--- config.mk ---
export PLATFORM = sky130hd
export DESIGN_NAME = reference_count_aging_table_top
export DESIGN_NICKNAME = d
export VERILOG_FILES = /design/src/design/rcat_pkg.sv /design/src/design/rcat_ram.sv /design/src/design/reference_count_aging_table_top.sv
export SDC_FILE = /design/constraint.sdc
export NUM_CORES = 2
export LEC_CHECK = 0
export BUFFER_PORTS_ARGS = -buffer_cell sky130_fd_sc_hd__buf_2
export CORE_MARGIN = 2
export CORE_UTILIZATION = 55
export DETAILED_ROUTE_END_ITERATION = 10
export PLACE_DENSITY = 0.74
export SLEW_MARGIN = 30
export SYNTH_ARGS = -nofsm -noshare
export SYNTH_HDL_FRONTEND = slang
export SYNTH_HIERARCHICAL = 1
export SYNTH_SLANG_ARGS = --single-unit
--- constraint.sdc ---
create_clock -name clk -period 13.1 [get_ports clk]
set_clock_uncertainty 0.15 [all_clocks]
set_input_delay 1.31 -clock clk [delete_from_list [all_inputs] [get_ports clk]]
set_output_delay 1.31 -clock clk [all_outputs]
set_load 0.01 [all_outputs]
--- src/design/rcat_pkg.sv ---
// Package for the reference count aging table.
// Holds item types, status codes and default sizes; no dependencies.
`timescale 1ns / 1ps

package rcat_pkg;

    localparam int ENTRIES_DEF    = 64;
    localparam int COUNT_BITS_DEF = 16;
    localparam int KEY_W          = 32;
    localparam int OCC_W          = 7;
    localparam int STATUS_W       = 2;

    localparam logic MODE_REF   = 1'b0;
    localparam logic MODE_CLEAN = 1'b1;

    localparam logic [STATUS_W-1:0] ST_HIT      = 2'd0;
    localparam logic [STATUS_W-1:0] ST_INSERTED = 2'd1;
    localparam logic [STATUS_W-1:0] ST_FULL     = 2'd2;
    localparam logic [STATUS_W-1:0] ST_CLEAN    = 2'd3;

    typedef struct packed {
        logic                    mode;
        logic signed [KEY_W-1:0] key;
    } req_item_t;

    typedef struct packed {
        logic [STATUS_W-1:0] status;
        logic [OCC_W-1:0]    occupancy;
        logic [OCC_W-1:0]    evicted;
    } rsp_item_t;

endpackage

--- src/design/rcat_ram.sv ---
// Generic single-write, single-read synchronous RAM with registered read data.
// No dependencies.
`timescale 1ns / 1ps

module rcat_ram #(
    parameter int WIDTH = 8,
    parameter int DEPTH = 16,
    localparam int AW   = (DEPTH > 1) ? $clog2(DEPTH) : 1
) (
    input  logic             clk,
    input  logic             we,
    input  logic [AW-1:0]    waddr,
    input  logic [WIDTH-1:0] wdata,
    input  logic             re,
    input  logic [AW-1:0]    raddr,
    output logic [WIDTH-1:0] rdata
);

    logic [WIDTH-1:0] mem [DEPTH];

    always_ff @(posedge clk)
    begin
        if (we)
        begin
            mem[waddr] <= wdata;
        end
        if (re)
        begin
            rdata <= mem[raddr];
        end
    end

endmodule

--- src/design/reference_count_aging_table_top.sv ---
// Top level of the reference count aging table: control sequencer and entry store.
// Depends on rcat_pkg and rcat_ram.
//
//   channel | dir | handshake               | payload
//   req     | in  | req_valid / req_ready   | req_item_t  (mode, key)
//   rsp     | out | rsp_valid / rsp_ready   | rsp_item_t  (status, occupancy, evicted)
//
// A clean or a miss walks every slot of the entry RAM, one read per cycle.
// A hit at slot i ends the walk.
// After reset a clearing pass writes every slot, with req_ready low.
// One item is in work at a time; a finished result waits in the output register
// while the next item is accepted.
`timescale 1ns / 1ps

module reference_count_aging_table_top
    import rcat_pkg::*;
#(
    parameter int ENTRIES    = ENTRIES_DEF,
    parameter int COUNT_BITS = COUNT_BITS_DEF
) (
    input  logic      clk,
    input  logic      rst_n,
    input  logic      req_valid,
    output logic      req_ready,
    input  req_item_t req,
    output logic      rsp_valid,
    input  logic      rsp_ready,
    output rsp_item_t rsp
);

    localparam int IDX_W = $clog2(ENTRIES);
    localparam int CNT_W = $clog2(ENTRIES + 1);
    localparam int MW    = 1 + KEY_W + COUNT_BITS;

    typedef enum logic [4:0] {
        S_CLEAR  = 5'b00001,
        S_IDLE   = 5'b00010,
        S_SCAN   = 5'b00100,
        S_AGE    = 5'b01000,
        S_FINISH = 5'b10000
    } state_t;

    state_t                state_reg, state_next;
    logic [IDX_W-1:0]      cmp_idx_reg, cmp_idx_next;
    logic                  have_free_reg, have_free_next;
    logic [IDX_W-1:0]      free_idx_reg, free_idx_next;
    logic [CNT_W-1:0]      gone_reg, gone_next;
    logic [CNT_W-1:0]      total_reg, total_next;
    logic [KEY_W-1:0]      key_reg, key_next;
    logic [STATUS_W-1:0]   res_status_reg, res_status_next;
    logic [CNT_W-1:0]      res_evicted_reg, res_evicted_next;
    logic                  rsp_valid_reg, rsp_valid_next;
    rsp_item_t             rsp_reg;

    logic                  mem_we;
    logic [IDX_W-1:0]      mem_waddr;
    logic [MW-1:0]         mem_wdata;
    logic                  mem_re;
    logic [IDX_W-1:0]      mem_raddr;
    logic [MW-1:0]         mem_rdata;

    logic                  rd_valid;
    logic [KEY_W-1:0]      rd_key;
    logic [COUNT_BITS-1:0] rd_count;
    logic                  last;
    logic                  hit;
    logic                  evict_now;
    logic                  out_free;
    logic [CNT_W-1:0]      gone_now;
    logic [CNT_W+OCC_W-1:0] occ_wide;
    logic [CNT_W+OCC_W-1:0] evc_wide;

    rcat_ram #(
        .WIDTH (MW),
        .DEPTH (ENTRIES)
    ) u_ram (
        .clk   (clk),
        .we    (mem_we),
        .waddr (mem_waddr),
        .wdata (mem_wdata),
        .re    (mem_re),
        .raddr (mem_raddr),
        .rdata (mem_rdata)
    );

    assign rd_valid  = mem_rdata[MW-1];
    assign rd_key    = mem_rdata[COUNT_BITS +: KEY_W];
    assign rd_count  = mem_rdata[COUNT_BITS-1:0];
    assign last      = (cmp_idx_reg == IDX_W'(ENTRIES - 1));
    assign hit       = rd_valid && (rd_key == key_reg);
    assign evict_now = rd_valid && (rd_count <= COUNT_BITS'(1));
    assign gone_now  = gone_reg + CNT_W'(evict_now);
    assign out_free  = !rsp_valid_reg || rsp_ready;

    assign req_ready = (state_reg == S_IDLE);
    assign rsp_valid = rsp_valid_reg;
    assign rsp       = rsp_reg;

    always_comb
    begin
        state_next       = state_reg;
        cmp_idx_next     = cmp_idx_reg;
        have_free_next   = have_free_reg;
        free_idx_next    = free_idx_reg;
        gone_next        = gone_reg;
        total_next       = total_reg;
        key_next         = key_reg;
        res_status_next  = res_status_reg;
        res_evicted_next = res_evicted_reg;
        mem_we           = 1'b0;
        mem_waddr        = cmp_idx_reg;
        mem_wdata        = '0;
        mem_re           = 1'b0;
        mem_raddr        = cmp_idx_reg + IDX_W'(1);

        case (state_reg)
            S_CLEAR:
            begin
                mem_we = 1'b1;
                if (last)
                begin
                    cmp_idx_next = '0;
                    state_next   = S_IDLE;
                end
                else
                begin
                    cmp_idx_next = cmp_idx_reg + IDX_W'(1);
                end
            end
            S_IDLE:
            begin
                if (req_valid)
                begin
                    mem_re         = 1'b1;
                    mem_raddr      = '0;
                    cmp_idx_next   = '0;
                    key_next       = req.key;
                    have_free_next = 1'b0;
                    gone_next      = '0;
                    state_next     = (req.mode == MODE_CLEAN) ? S_AGE : S_SCAN;
                end
            end
            S_SCAN:
            begin
                mem_re       = !last;
                cmp_idx_next = cmp_idx_reg + IDX_W'(1);
                if (hit)
                begin
                    mem_we = 1'b1;
                    mem_wdata = {1'b1, key_reg,
                                 (rd_count == '1) ? rd_count : rd_count + COUNT_BITS'(1)};
                    res_status_next  = ST_HIT;
                    res_evicted_next = '0;
                    state_next       = S_FINISH;
                end
                else
                begin
                    if (!rd_valid && !have_free_reg)
                    begin
                        have_free_next = 1'b1;
                        free_idx_next  = cmp_idx_reg;
                    end
                    if (last)
                    begin
                        res_evicted_next = '0;
                        state_next       = S_FINISH;
                        if (have_free_reg || !rd_valid)
                        begin
                            mem_we           = 1'b1;
                            mem_waddr        = have_free_reg ? free_idx_reg : cmp_idx_reg;
                            mem_wdata        = {1'b1, key_reg, COUNT_BITS'(1)};
                            total_next       = total_reg + CNT_W'(1);
                            res_status_next  = ST_INSERTED;
                        end
                        else
                        begin
                            res_status_next = ST_FULL;
                        end
                    end
                end
            end
            S_AGE:
            begin
                mem_re       = !last;
                cmp_idx_next = cmp_idx_reg + IDX_W'(1);
                gone_next    = gone_now;
                if (rd_valid)
                begin
                    mem_we = 1'b1;
                    if (evict_now)
                    begin
                        mem_wdata = {1'b0, rd_key, COUNT_BITS'(0)};
                    end
                    else
                    begin
                        mem_wdata = {1'b1, rd_key, rd_count - COUNT_BITS'(1)};
                    end
                end
                if (last)
                begin
                    total_next       = total_reg - gone_now;
                    res_status_next  = ST_CLEAN;
                    res_evicted_next = gone_now;
                    state_next       = S_FINISH;
                end
            end
            S_FINISH:
            begin
                if (out_free)
                begin
                    state_next = S_IDLE;
                end
            end
            default:
            begin
                state_next = S_IDLE;
            end
        endcase
    end

    assign occ_wide = {{OCC_W{1'b0}}, total_reg};
    assign evc_wide = {{OCC_W{1'b0}}, res_evicted_reg};

    always_comb
    begin
        rsp_valid_next = rsp_valid_reg;
        if ((state_reg == S_FINISH) && out_free)
        begin
            rsp_valid_next = 1'b1;
        end
        else if (rsp_ready)
        begin
            rsp_valid_next = 1'b0;
        end
    end

    always_ff @(posedge clk or negedge rst_n)
    begin
        if (!rst_n)
        begin
            state_reg     <= S_CLEAR;
            cmp_idx_reg   <= '0;
            have_free_reg <= 1'b0;
            gone_reg      <= '0;
            total_reg     <= '0;
            rsp_valid_reg <= 1'b0;
        end
        else
        begin
            state_reg     <= state_next;
            cmp_idx_reg   <= cmp_idx_next;
            have_free_reg <= have_free_next;
            gone_reg      <= gone_next;
            total_reg     <= total_next;
            rsp_valid_reg <= rsp_valid_next;
        end
    end

    always_ff @(posedge clk)
    begin
        free_idx_reg    <= free_idx_next;
        key_reg         <= key_next;
        res_status_reg  <= res_status_next;
        res_evicted_reg <= res_evicted_next;
        if ((state_reg == S_FINISH) && out_free)
        begin
            rsp_reg.status    <= res_status_reg;
            rsp_reg.occupancy <= occ_wide[OCC_W-1:0];
            rsp_reg.evicted   <= evc_wide[OCC_W-1:0];
        end
    end

    a_no_rw_collision: assert property (@(posedge clk) disable iff (!rst_n)
        mem_we && mem_re |-> mem_waddr != mem_raddr)
        else $error("entry RAM read and write hit the same slot");

    a_total_bound: assert property (@(posedge clk) disable iff (!rst_n)
        total_reg <= CNT_W'(ENTRIES))
        else $error("occupancy exceeds table size");

    a_accept_dispatch: assert property (@(posedge clk) disable iff (!rst_n)
        req_valid && req_ready |=>
            ((state_reg == S_AGE) == ($past(req.mode) == MODE_CLEAN)) &&
            ((state_reg == S_SCAN) || (state_reg == S_AGE)))
        else $error("accepted item dispatched to wrong walk");

    a_rsp_from_finish: assert property (@(posedge clk) disable iff (!rst_n)
        $rose(rsp_valid_reg) |-> $past(state_reg == S_FINISH))
        else $error("result raised outside finish");

    a_ref_no_evict: assert property (@(posedge clk) disable iff (!rst_n)
        rsp_valid_reg && (rsp_reg.status != ST_CLEAN) |-> rsp_reg.evicted == '0)
        else $error("reference item reports evictions");

endmodule
==> impl_results.md <==
* CP dominant cell by count: buf_4
* RR Startpoint: state_reg[0]
* Vias in the first global route at 63.4k
* Maxcap violations at 0
* Via-to-Cell Ratio at 7.02
* Register area share after synthesis at 0.781
* Worst Setup SP: state_reg[0]
* Detailed placer's ending HPWL at 194 mm
* Die W at 482 um
* CP Capture Type: register
* Syn Area/Cell at 21.7 sq um
* Max clock buf depth at 4
* Max stage delay cell, worst path: nor2_4
* Asr flop ratio synth at 0.00824
* DRC errors left at 0
* Largest net degree at the start of global routing at 119
* Initial DRC Count at 11.6k
* Worst slew margin at 0.301
* Global-route wire length before repair at 485 mm
* Max Fanout on Critical Path at 117
* Static Leak at 45.2 nW
* Row cnt at 175
* Sink Count at 3275
* Total wire length at 346 mm
* Power, Total at 0.0301 W
* # resized after CTS at 0
* WP data required at 13680 ps
* R2R depth at 13
* RR Endpoint: u_ram/rdata[42]
* Post-Syn Area at 126000 sq um
* Register area at 98200 sq um
* Status: complete, no violations
* Area of the multi-input gates at 26600 sq um
* CTS tree: built
* CP Class: register to register
* Number of flops mapped to enable cells by yosys at 3248
* Final setup viols at 0
* Worst skew pair latency at 970 ps
* Yosys top cell area share at 0.776
* Die area at 232000 sq um
* Post-CTS Setup Bufs at 0
* Crit path capture: u_ram/rdata[42]
* Final #Nets at 6095
* I/O Buffers at 54
* Hold Vio Cnt, Final at 0
* WL per Instance at 37.3 um
* Final Core Density at 0.619
* R2r setup slk at 6100 ps
* Initial Util at 0.553
* Synth area leader: edfxtp_1
* Worst hold path class: primary input to async pin
* CTS H-tree lvls at 5
* Cells after Synth at 5786
* Via count at 65.3k
* Clk slew on worst S/H paths at 60 ps
* Syn nets at 5836
* Min cycle time layout at 7000 ps
* Core Footprint at 227000 sq um
* Fillers at 14.9k
* Setup Total Neg Slack at 0 ps
* Num CTS Buffers at 332
* Hold slack at 214 ps
* Yosys reg bits at 3275
* Library cells used by synthesis at 68
* F_max at 143 MHz
* # IOs at 55
* Top FF cell, synth: edfxtp_1
* Critical path, cell by cell: nor3_1 > nand3b_1 > inv_1 > nand2_1 > clkinv_2 > nor2_4 > buf_4 > buf_12 > and2_2 > a22oi_1 > a311oi_1 > nor4_1 > buf_4
* Worst Max-Slew Pin Slew at 1050 ps
* Layout area overhead at 12.0%
* Cell Pwr Density at 214 nW/um^2
* Die height at 482 um
* Layout cells sized above 1 at 0.251
* Critical Path AT at 7580 ps
* Top cells by count, synth: edfxtp_1, mux4_2, nand2_1, clkbuf_1, nor2_1
* Max reg flops at 3136
* Synth area leaders: edfxtp_1, mux4_2, mux2i_1, nand2_1, a22oi_1
* Peak VDD IR at 0.246 mV
* Total global-route track usage at 0.299
* DR pass1 iterations at 8
* Antenna Violating Nets Remaining at 0
* Clk root buf: clkbuf_16
* Top-count cell post-synth: edfxtp_1
* Max incr delay on CP at 900 ps
* Tcrit/Tclk final at 0.534
* Setup crit start kind: register
* RSZ-0062 raised after global routing: false
* CTS Hold Buffers Added at 0
* Slew Limit Fails at 0
* Antenna violations before repair at 19
* Total grt overflow at 0
* Yosys warnings at 6
* Final GP Congestion at 0.898
-- power by group --
group	internal (W)	leakage [nW]	switching (W)
sequential	0.0123	31.3	0.000242
clock	0.00515	4.90	0.00384
combinational	0.00339	9.02	0.00519
-- worst min-delay path by stage --
stage,start,endpoint,slack [ps],cells after the start
after floorplan,res_evicted_reg[0],rsp[0],250,0
after global placement,res_evicted_reg[2],rsp[2],260,0
after detailed placement,res_evicted_reg[5],rsp[5],250,0
after CTS,rst_n,total_reg[3],190,1
after global routing,rst_n,total_reg[3],250,1
final,rst_n,rsp_valid,210,1
-- critical path, delay by kind of cell (launching register included) --
family / cells / cell delay, ps
buffers and inverters: 5 / 2480
AO/OA/AOI/OAI: 2 / 1100
AND/OR/NAND/NOR: 6 / 2320
flip-flops: 1 / 560
-- metrics by stage --
step                      setup WS, ps  instances  instance area [sq um]
after floorplan                   6460       5786                 126000
after global placement            5650       8712                 130000
after detailed placement          5580       8716                 131000
after CTS                         5990       9276                 141000
after global routing              5670       9282                 141000
final                             6100       9292                 141000
-- kinds of logic after synthesis --
logic type / Yosys count / synth area share
AOI/OAI and AO/OA: 527 / 0.0297
xor gates and xnor gates: 48 / 0.00334
adders and majority gates: 13 / 0.00135
buffers and inverters: 340 / 0.0141
DFF: 3275 / 0.781
muxes: 833 / 0.140
and+or+nand+nor: 750 / 0.0301
-- cells in the final DEF (no fill, tap or decap), drive strengths merged, types with 78 or more instances in the layout --
cell,count
a21oi,89
a22oi,95
buf,251
clkbuf,400
clkinv,119
edfxtp,3248
mux2i,86
mux4,743
nand2,218
nand3,103
nand4,95
nor2,119
o221ai,78
o22ai,89
-- per-layer routing --
metal,track usage,vias up,part of all wire
met5,0,-,0.00024
met4,0.129,14,0.048
met2,0.434,5455,0.45
li1,-,25000,-
met1,0.419,34000,0.35
met3,0.102,818,0.16
-- layout make-up --
class	instances	area share
flip-flops and latches	3275	0.698
multi-input cells	2171	0.189
inverters	14	0.000391
well taps	3009	0.0267
clock inverters	160	0.0102
repair buffers	251	0.0146
clock buffers	400	0.0614
diodes	12	0.000213
Note: power is estimated with default switching activity, not from simulation.
